### config.mk
export PLATFORM = sky130hd
export DESIGN_NAME = value_fingerprint_hash
export DESIGN_NICKNAME = d
export VERILOG_FILES = /design/src/hw/rtl/vfh_pkg.sv /design/src/hw/rtl/vfh_front.sv /design/src/hw/rtl/vfh_queue.sv /design/src/hw/rtl/vfh_back.sv /design/src/hw/rtl/value_fingerprint_hash.sv
export VERILOG_INCLUDE_DIRS = /design/src /design/src/hw/rtl
export SDC_FILE = /design/constraint.sdc
export NUM_CORES = 2
export LEC_CHECK = 0
export BUFFER_PORTS_ARGS = -buffer_cell sky130_fd_sc_hd__buf_4
export CELL_PAD_IN_SITES_DETAIL_PLACEMENT = 0
export CELL_PAD_IN_SITES_GLOBAL_PLACEMENT = 1
export CORE_MARGIN = 10
export CORE_UTILIZATION = 55
export CTS_CLUSTER_SIZE = 16
export DETAILED_ROUTE_END_ITERATION = 12
export HOLD_SLACK_MARGIN = 0.15
export PLACE_DENSITY = 0.83
export SYNTH_ARGS = -nofsm -noshare
export SYNTH_HDL_FRONTEND = slang
export SYNTH_HIERARCHICAL = 1
export SYNTH_SLANG_ARGS = --single-unit
### constraint.sdc
create_clock -name clk_i -period 17.7 [get_ports clk_i]
set_input_delay 1.77 -clock clk_i [delete_from_list [all_inputs] [get_ports clk_i]]
set_output_delay 1.77 -clock clk_i [all_outputs]
set_load 0.02 [all_outputs]
### src/hw/rtl/value_fingerprint_hash_assert.svh
// assertion macros shared by the fingerprint hash rtl
`ifndef VALUE_FINGERPRINT_HASH_ASSERT_SVH
`define VALUE_FINGERPRINT_HASH_ASSERT_SVH

// checked only while out of reset
`define VFH_ASSERT(lbl, prop, msg) \
  lbl: assert property (@(posedge clk_i) disable iff (!rst_ni) prop) \
    else $error(msg);

// checked on every edge, reset included
`define VFH_ASSERT_ALWAYS(lbl, prop, msg) \
  lbl: assert property (@(posedge clk_i) prop) else $error(msg);

`endif

### src/hw/rtl/vfh_pkg.sv
// shared types, constants and hash helpers for the value fingerprint hash
package vfh_pkg;

  localparam logic [31:0] FNV_BASIS  = 32'd2166136261;
  localparam logic [31:0] FNV_PRIME  = 32'd16777619;
  localparam logic [30:0] POS_MAX    = 31'h7FFF_FFFF;

  localparam int unsigned QUEUE_DEPTH = 4;
  localparam int unsigned QPTR_W      = 2;
  localparam int unsigned QCNT_W      = 3;

  // one classified beat handed from the front to the back
  typedef struct packed {
    logic [7:0]  data;
    logic        head_en;
    logic        tail_en;
    logic        last;
    logic        is_long;
    logic        mismatch;
    logic [31:0] len97;
  } vfh_entry_t;

  function automatic logic [31:0] fnv_step(input logic [31:0] acc, input logic [7:0] b);
    logic [31:0] x;
    x = acc ^ {24'd0, b};
    return x * FNV_PRIME;
  endfunction

  // times 97 as 64 + 32 + 1
  function automatic logic [31:0] mul97(input logic [31:0] x);
    return (x << 6) + (x << 5) + x;
  endfunction

endpackage

### src/hw/rtl/vfh_front.sv
// front end: accepts beats, tracks the byte count and picks head or tail
module vfh_front #(
  parameter int unsigned SEGMENT_BYTES = 512
) (
  input  logic               clk_i,
  input  logic               rst_ni,
  input  logic               in_valid_i,
  output logic               in_stall_o,
  input  logic [7:0]         data_byte_i,
  input  logic               byte_present_i,
  input  logic [30:0]        value_len_i,
  input  logic               last_byte_i,
  input  logic               q_full_i,
  output logic               q_push_o,
  output vfh_pkg::vfh_entry_t q_entry_o
);
  import vfh_pkg::*;

  localparam logic [30:0] SEG     = 31'(SEGMENT_BYTES);
  localparam logic [30:0] TWO_SEG = 31'(2 * SEGMENT_BYTES);

  logic [30:0] pos_q, pos_d, pos_upd;
  logic        ovf_q, ovf_d, ovf_upd;
  logic        accept;
  logic        is_long;
  logic [30:0] tail_start;

  assign in_stall_o = q_full_i;
  assign accept     = in_valid_i && !q_full_i;
  assign is_long    = value_len_i > TWO_SEG;
  assign tail_start = value_len_i - SEG;

  always_comb begin
    pos_upd = pos_q;
    ovf_upd = ovf_q;
    if (byte_present_i) begin
      if (pos_q == POS_MAX) begin
        ovf_upd = 1'b1;
      end else begin
        pos_upd = pos_q + 31'd1;
      end
    end
  end

  always_comb begin
    pos_d = pos_q;
    ovf_d = ovf_q;
    if (accept) begin
      if (last_byte_i) begin
        pos_d = '0;
        ovf_d = 1'b0;
      end else begin
        pos_d = pos_upd;
        ovf_d = ovf_upd;
      end
    end
  end

  always_ff @(posedge clk_i or negedge rst_ni) begin
    if (!rst_ni) begin
      pos_q <= '0;
      ovf_q <= 1'b0;
    end else begin
      pos_q <= pos_d;
      ovf_q <= ovf_d;
    end
  end

  // a beat with no byte that does not end the value is dropped
  assign q_push_o = accept && (byte_present_i || last_byte_i);

  always_comb begin
    q_entry_o.data     = data_byte_i;
    q_entry_o.head_en  = byte_present_i && (!is_long || (pos_q < SEG));
    q_entry_o.tail_en  = byte_present_i && is_long && (pos_q >= tail_start);
    q_entry_o.last     = last_byte_i;
    q_entry_o.is_long  = is_long;
    q_entry_o.mismatch = ovf_upd || (pos_upd != value_len_i);
    q_entry_o.len97    = mul97({1'b0, value_len_i});
  end

endmodule

### src/hw/rtl/vfh_queue.sv
// small queue between front and back
`include "value_fingerprint_hash_assert.svh"

module vfh_queue (
  input  logic                clk_i,
  input  logic                rst_ni,
  input  logic                push_i,
  input  vfh_pkg::vfh_entry_t entry_i,
  output logic                full_o,
  input  logic                pop_i,
  output vfh_pkg::vfh_entry_t entry_o,
  output logic                empty_o
);
  import vfh_pkg::*;

  vfh_entry_t        mem_q [QUEUE_DEPTH];
  logic [QPTR_W-1:0] wr_ptr_q, wr_ptr_d;
  logic [QPTR_W-1:0] rd_ptr_q, rd_ptr_d;
  logic [QCNT_W-1:0] cnt_q, cnt_d;

  assign full_o  = cnt_q == QCNT_W'(QUEUE_DEPTH);
  assign empty_o = cnt_q == '0;
  assign entry_o = mem_q[rd_ptr_q];

  always_comb begin
    wr_ptr_d = push_i ? wr_ptr_q + QPTR_W'(1) : wr_ptr_q;
    rd_ptr_d = pop_i  ? rd_ptr_q + QPTR_W'(1) : rd_ptr_q;
    cnt_d    = cnt_q;
    if (push_i && !pop_i) begin
      cnt_d = cnt_q + QCNT_W'(1);
    end else if (pop_i && !push_i) begin
      cnt_d = cnt_q - QCNT_W'(1);
    end
  end

  always_ff @(posedge clk_i or negedge rst_ni) begin
    if (!rst_ni) begin
      wr_ptr_q <= '0;
      rd_ptr_q <= '0;
      cnt_q    <= '0;
    end else begin
      wr_ptr_q <= wr_ptr_d;
      rd_ptr_q <= rd_ptr_d;
      cnt_q    <= cnt_d;
    end
  end

  always_ff @(posedge clk_i) begin
    if (push_i) begin
      mem_q[wr_ptr_q] <= entry_i;
    end
  end

  `VFH_ASSERT(a_cnt_bound, cnt_q <= QCNT_W'(QUEUE_DEPTH), "queue count above depth")
  `VFH_ASSERT(a_cnt_drop, (pop_i && !push_i) |=> (cnt_q == $past(cnt_q) - QCNT_W'(1)),
              "queue count did not drop on pop")
  `VFH_ASSERT_ALWAYS(a_no_overrun, !(push_i && full_o), "push into a full queue")
  `VFH_ASSERT(a_no_underrun, !(pop_i && empty_o), "pop from an empty queue")

endmodule

### src/hw/rtl/vfh_back.sv
// back end: fnv accumulators and the final combine pipeline
`include "value_fingerprint_hash_assert.svh"

module vfh_back (
  input  logic                clk_i,
  input  logic                rst_ni,
  input  logic                q_empty_i,
  input  vfh_pkg::vfh_entry_t q_entry_i,
  output logic                q_pop_o,
  output logic                out_valid_o,
  input  logic                out_stall_i,
  output logic [31:0]         fingerprint_o,
  output logic                length_mismatch_o
);
  import vfh_pkg::*;

  logic [31:0] head_q, head_d, head_nx;
  logic [31:0] tail_q, tail_d, tail_nx;

  // combine stage one: final accumulators
  logic        s1_v_q;
  logic [31:0] s1_head_q, s1_tail_q, s1_len97_q;
  logic        s1_long_q, s1_mis_q;
  // combine stage two: length term added
  logic        s2_v_q;
  logic [31:0] s2_h_q, s2_tail_q;
  logic        s2_long_q, s2_mis_q;
  // output register
  logic        out_v_q;
  logic [31:0] out_fp_q;
  logic        out_mis_q;

  logic out_ready, s2_ready, s1_ready;
  logic s1_load, s2_load, out_load;

  assign out_ready = !out_v_q || !out_stall_i;
  assign s2_ready  = !s2_v_q || out_ready;
  assign s1_ready  = !s1_v_q || s2_ready;
  assign out_load  = s2_v_q && out_ready;
  assign s2_load   = s1_v_q && s2_ready;

  assign q_pop_o = !q_empty_i && (!q_entry_i.last || s1_ready);
  assign s1_load = q_pop_o && q_entry_i.last;

  assign head_nx = q_entry_i.head_en ? fnv_step(head_q, q_entry_i.data) : head_q;
  assign tail_nx = q_entry_i.tail_en ? fnv_step(tail_q, q_entry_i.data) : tail_q;

  always_comb begin
    head_d = head_q;
    tail_d = tail_q;
    if (q_pop_o) begin
      head_d = q_entry_i.last ? FNV_BASIS : head_nx;
      tail_d = q_entry_i.last ? FNV_BASIS : tail_nx;
    end
  end

  always_ff @(posedge clk_i or negedge rst_ni) begin
    if (!rst_ni) begin
      head_q  <= FNV_BASIS;
      tail_q  <= FNV_BASIS;
      s1_v_q  <= 1'b0;
      s2_v_q  <= 1'b0;
      out_v_q <= 1'b0;
    end else begin
      head_q  <= head_d;
      tail_q  <= tail_d;
      s1_v_q  <= s1_load || (s1_v_q && !s2_ready);
      s2_v_q  <= s2_load || (s2_v_q && !out_ready);
      out_v_q <= out_load || (out_v_q && out_stall_i);
    end
  end

  always_ff @(posedge clk_i) begin
    if (s1_load) begin
      s1_head_q  <= head_nx;
      s1_tail_q  <= tail_nx;
      s1_len97_q <= q_entry_i.len97;
      s1_long_q  <= q_entry_i.is_long;
      s1_mis_q   <= q_entry_i.mismatch;
    end
    if (s2_load) begin
      s2_h_q    <= s1_len97_q + s1_head_q;
      s2_tail_q <= s1_tail_q;
      s2_long_q <= s1_long_q;
      s2_mis_q  <= s1_mis_q;
    end
    if (out_load) begin
      out_fp_q  <= s2_long_q ? mul97(s2_h_q) + s2_tail_q : s2_h_q;
      out_mis_q <= s2_mis_q;
    end
  end

  assign out_valid_o       = out_v_q;
  assign fingerprint_o     = out_fp_q;
  assign length_mismatch_o = out_mis_q;

  `VFH_ASSERT(a_acc_restart, s1_load |=> (head_q == FNV_BASIS && tail_q == FNV_BASIS),
              "accumulators not restarted after final beat")
  `VFH_ASSERT(a_s1_hold, (s1_v_q && !s2_ready) |=> (s1_v_q && $stable(s1_head_q)),
              "combine stage lost data while stalled")
  `VFH_ASSERT(a_out_hold,
              (out_v_q && out_stall_i) |=> (out_v_q && $stable(out_fp_q) && $stable(out_mis_q)),
              "stalled result changed")

endmodule

### src/hw/rtl/value_fingerprint_hash.sv
// Value fingerprint hash top level. Takes one byte beat per cycle with no
// bubbles while in_stall_o is low: the front counts bytes and marks each one
// for the head segment, the tail segment or neither, and a four-entry queue
// feeds the back end, whose FNV-1a accumulators take one xor and one constant
// multiply per byte. The fingerprint and length mismatch flag leave through
// an output register: after the edge that takes the final beat they pass a
// queue slot, two combine stages and the output register, waiting longer
// while the result side stalls; a following value may stream in meanwhile.
// in_stall_o rises only when the queue fills because the result side is held off.
module value_fingerprint_hash #(
  parameter int unsigned SEGMENT_BYTES = 512
) (
  input  logic        clk_i,
  input  logic        rst_ni,
  input  logic        in_valid_i,
  output logic        in_stall_o,
  input  logic [7:0]  data_byte_i,
  input  logic        byte_present_i,
  input  logic [30:0] value_len_i,
  input  logic        last_byte_i,
  output logic        out_valid_o,
  input  logic        out_stall_i,
  output logic [31:0] fingerprint_o,
  output logic        length_mismatch_o
);
  import vfh_pkg::*;

  vfh_entry_t push_entry, pop_entry;
  logic       q_push, q_pop, q_full, q_empty;

  vfh_front #(
    .SEGMENT_BYTES(SEGMENT_BYTES)
  ) u_front (
    .clk_i         (clk_i),
    .rst_ni        (rst_ni),
    .in_valid_i    (in_valid_i),
    .in_stall_o    (in_stall_o),
    .data_byte_i   (data_byte_i),
    .byte_present_i(byte_present_i),
    .value_len_i   (value_len_i),
    .last_byte_i   (last_byte_i),
    .q_full_i      (q_full),
    .q_push_o      (q_push),
    .q_entry_o     (push_entry)
  );

  vfh_queue u_queue (
    .clk_i  (clk_i),
    .rst_ni (rst_ni),
    .push_i (q_push),
    .entry_i(push_entry),
    .full_o (q_full),
    .pop_i  (q_pop),
    .entry_o(pop_entry),
    .empty_o(q_empty)
  );

  vfh_back u_back (
    .clk_i            (clk_i),
    .rst_ni           (rst_ni),
    .q_empty_i        (q_empty),
    .q_entry_i        (pop_entry),
    .q_pop_o          (q_pop),
    .out_valid_o      (out_valid_o),
    .out_stall_i      (out_stall_i),
    .fingerprint_o    (fingerprint_o),
    .length_mismatch_o(length_mismatch_o)
  );

endmodule
==> flow_summary.json <==
{
  "status": "finished clean",
  "ys.flop_type": "edfxtp_1",
  "crit_top_cell": "ha_1",
  "die_w_um": 284,
  "ctsHoldBuffers": 0,
  "wl_per_cell_um": 22.2,
  "die-area_um2": 80600,
  "drc": 0,
  "clock.fmax_mhz": 125,
  "async_flop_share_pct": 21.9,
  "grt_max_degree": 67,
  "tightestPinTransition_ns": 1.06,
  "io_buffers": 79,
  "cts_buffers": 52,
  "gp_congestion": 0.952,
  "antenna_left": 0,
  "core_area_um2": 68800,
  "crit_buf_inv": 2,
  "h-tree-depth": 2,
  "post_cts_resize_count": 0,
  "synth_area_um2": 38300,
  "grt_usage_pct": 24.0,
  "synth-seq-cells": 483,
  "yosys_warnings": 6,
  "finalMaxSlewViolations": 0,
  "syn_area_per_cell_um2": 11.7,
  "crit_family": "adder cells",
  "final_cell_mix": "ha_1, inv_1, edfxtp_1",
  "start_util_pct": 55.7,
  "max_stage_delay_ns": 1.04,
  "fin_area_um2": 41600,
  "vias_per_cell": 5.86,
  "path_cells": "mux4_2 -> xor2_1 -> ha_1 -> ha_1 -> fa_1 -> ha_1 -> fa_1 -> ha_1 -> inv_1 -> fa_1 -> inv_1 -> ha_1 -> and3_1 -> o21ai_0 -> o31ai_1 -> a21oi_1 -> o311ai_0 -> a21oi_1 -> xnor2_1 -> mux2_2",
  "dr.first_iter.drc_count": 2096,
  "drive_above_1_share_pct": 11.3,
  "grt_pass1_vias": 26400,
  "area_growth_pct": 8.45,
  "fillCellCount": 5537,
  "ios": 80,
  "num-nets-final": 4144,
  "required_ns": 18.08,
  "clk_pin_slew_ns": 0.07,
  "path_class": "reg2reg",
  "drt-total-wl_um": 95800,
  "synth_cells": 3275,
  "firstDrtPassIters": 5,
  "period_needed_ns": 7.97,
  "place_area_um2": 39700,
  "seq_area_frac_synth_pct": 36.6,
  "worst-path-max-fanout": 47,
  "finClkSkew_ns": 0.0457,
  "synth_edf_count": 377,
  "final_common_cell": "ha_1",
  "rsz0062_at_grt": "no",
  "finalHoldViolations": 0,
  "drv_cap": 0,
  "setup_viol": 0,
  "arrival_ns": 8.36,
  "cts-root-buf": "clkbuf_16",
  "clkSinkCount": 483,
  "antenna_found_initial": 4,
  "startpoint_type": "flip-flop",
  "r2r_slack_ns": 9.73,
  "worstHoldPathType": "reg2reg",
  "overflow": 0,
  "cts_tree": "done",
  "cp-end-kind": "flip-flop",
  "syn_nets": 4086,
  "cts_setup_buffers": 0,
  "slew_headroom_pct": 29.4,
  "cp_slowest_cell": "dfrtp_4",
  "clock_latency_ns": 0.63,
  "dieHeight_um": 284,
  "cts_buffer_depth": 3,
  "num_rows": 96,
  "finalSetupTns_ns": 0,
  "hpwl_um": 74300,
  "post-route-period-util_pct": 45.1,
  "dr_total_vias": 25300,
  "yosys.cell_types.count": 98,
  "grt_pass1_wl_um": 153000
}
sequential cells by signal, summed over array words and instances (netlist names):
| name | flops |
|---|---|
| u_queue/mem_q | 180 |
| u_back/fingerprint_o | 32 |
| u_back/head_q | 32 |
| u_back/s1_head_q | 32 |
| u_back/s1_len97_q | 32 |
| u_back/s1_tail_q | 32 |
| u_back/s2_h_q | 32 |
| u_back/s2_tail_q | 32 |
| u_back/tail_q | 32 |
| u_front/pos_q | 31 |
| u_queue/cnt_q | 3 |
| u_queue/rd_ptr_q | 2 |
| u_queue/wr_ptr_q | 2 |
| u_back/length_mismatch_o | 1 |
| u_back/out_valid_o | 1 |
| u_back/s1_long_q | 1 |
| u_back/s1_mis_q | 1 |
| u_back/s1_v_q | 1 |
| u_back/s2_long_q | 1 |
| u_back/s2_mis_q | 1 |
| u_back/s2_v_q | 1 |
| u_front/ovf_q | 1 |
worst register-to-register path: cells and delay by family, from the launching register on:
kind	cells	cell delay (ns)
flip-flops	1	1.04
adder cells (fa/ha/maj)	8	2.94
AO/OA/AOI/OAI	5	1.83
multiplexers	2	0.99
XOR/XNOR	2	0.61
buffers and inverters	2	0.09
AND/OR/NAND/NOR	1	0.24
final cells by class:
class / instances / area (um^2) / share of cell area [%]
Antenna cell: 1 / 2.50 / 0.00602
Clock buffer: 58 / 1330 / 3.21
Multi-Input combinational cell: 2229 / 22100 / 53.1
Inverter: 471 / 1770 / 4.25
Sequential cell: 483 / 14000 / 33.7
Timing Repair Buffer: 96 / 721 / 1.73
Clock inverter: 39 / 488 / 1.17
Tap cell: 931 / 1160 / 2.80
through the flow:
stage	util, %	setup WS (ns)	instances	hold slack [ns]
after floorplan	-	11.14	3275	0.400
after global placement	57.7	9.86	4210	0.405
after detailed placement	57.7	9.73	4210	0.405
after CTS	60.4	9.72	4307	0.386
after global routing	60.4	9.25	4307	0.411
final	60.4	9.73	4308	0.387
cells in the mapped netlist (12+ instances only):
master / n / area (um^2)
a211oi_1: 16 / 120
a21boi_0: 12 / 90.1
a21o_1: 79 / 593
a21oi_1: 146 / 731
a22o_1: 29 / 254
a31oi_1: 19 / 119
and2_1: 14 / 87.6
and3_1: 25 / 156
buf_2: 17 / 85.1
buf_4: 20 / 150
clkbuf_1: 36 / 135
dfrtp_1: 78 / 1950
dfstp_2: 28 / 736
edfxtp_1: 377 / 11300
fa_1: 228 / 4560
ha_1: 538 / 6730
inv_1: 470 / 1760
mux2_2: 81 / 912
mux4_2: 45 / 1010
nand2_1: 109 / 409
nand2b_1: 23 / 144
nand3_1: 42 / 210
nand4_1: 29 / 181
nor2_1: 108 / 405
nor2b_1: 19 / 119
nor3_1: 47 / 235
nor4_1: 19 / 119
o21a_1: 20 / 150
o21ai_0: 102 / 510
o21bai_1: 15 / 113
o22a_1: 21 / 184
or3_1: 13 / 81.3
xnor2_1: 185 / 1620
xor2_1: 73 / 639
path summary, 6_finish.rpt:
path                                                 start                              to  cells past startpoint
setup / recovery           u_queue/rd_ptr_q[0]$_DFFE_PN0P_  u_back/s1_tail_q[30]$_DFFE_PP_                     20
hold reg to reg              u_back/s1_tail_q[0]$_DFFE_PP_   u_back/s2_tail_q[0]$_DFFE_PP_                      0
min in group asynchronous                           rst_ni   u_back/tail_q[25]$_DFFE_PN0P_                      1
setup reg to reg           u_queue/rd_ptr_q[0]$_DFFE_PN0P_  u_back/s1_tail_q[30]$_DFFE_PP_                     20
max in group asynchronous                           rst_ni    u_back/head_q[7]$_DFFE_PN1P_                      3
hold / removal               u_back/s1_tail_q[0]$_DFFE_PP_   u_back/s2_tail_q[0]$_DFFE_PP_                      0
logic make-up (layout without fill, tap and decap cells):
kind of cell,after synthesis,count (layout),synth area share [%]
DFF,483,483,36.6
AOI/OAI and AO/OA,578,578,10.3
buffers and inverters,563,664,5.95
adders and majority gates,766,766,29.5
xor gates and xnor gates,258,258,5.90
and+or+nand+nor,489,489,6.50
other,0,1,0
muxes,138,138,5.35
layer usage:
metal	share of wire (%)	track usage [%]	wire length [um]	vias up
li1	-	-	-	11700
met1	44	32.4	41800	12600
met2	48	39.6	45600	750
met3	5.6	3.20	5340	156
met4	3.1	7.39	2990	8
met5	0.050	0	48	-
Power is left out: the tool's default activity adds up to more than one toggle a clock period on the data nets, which glitch-free logic cannot reach.
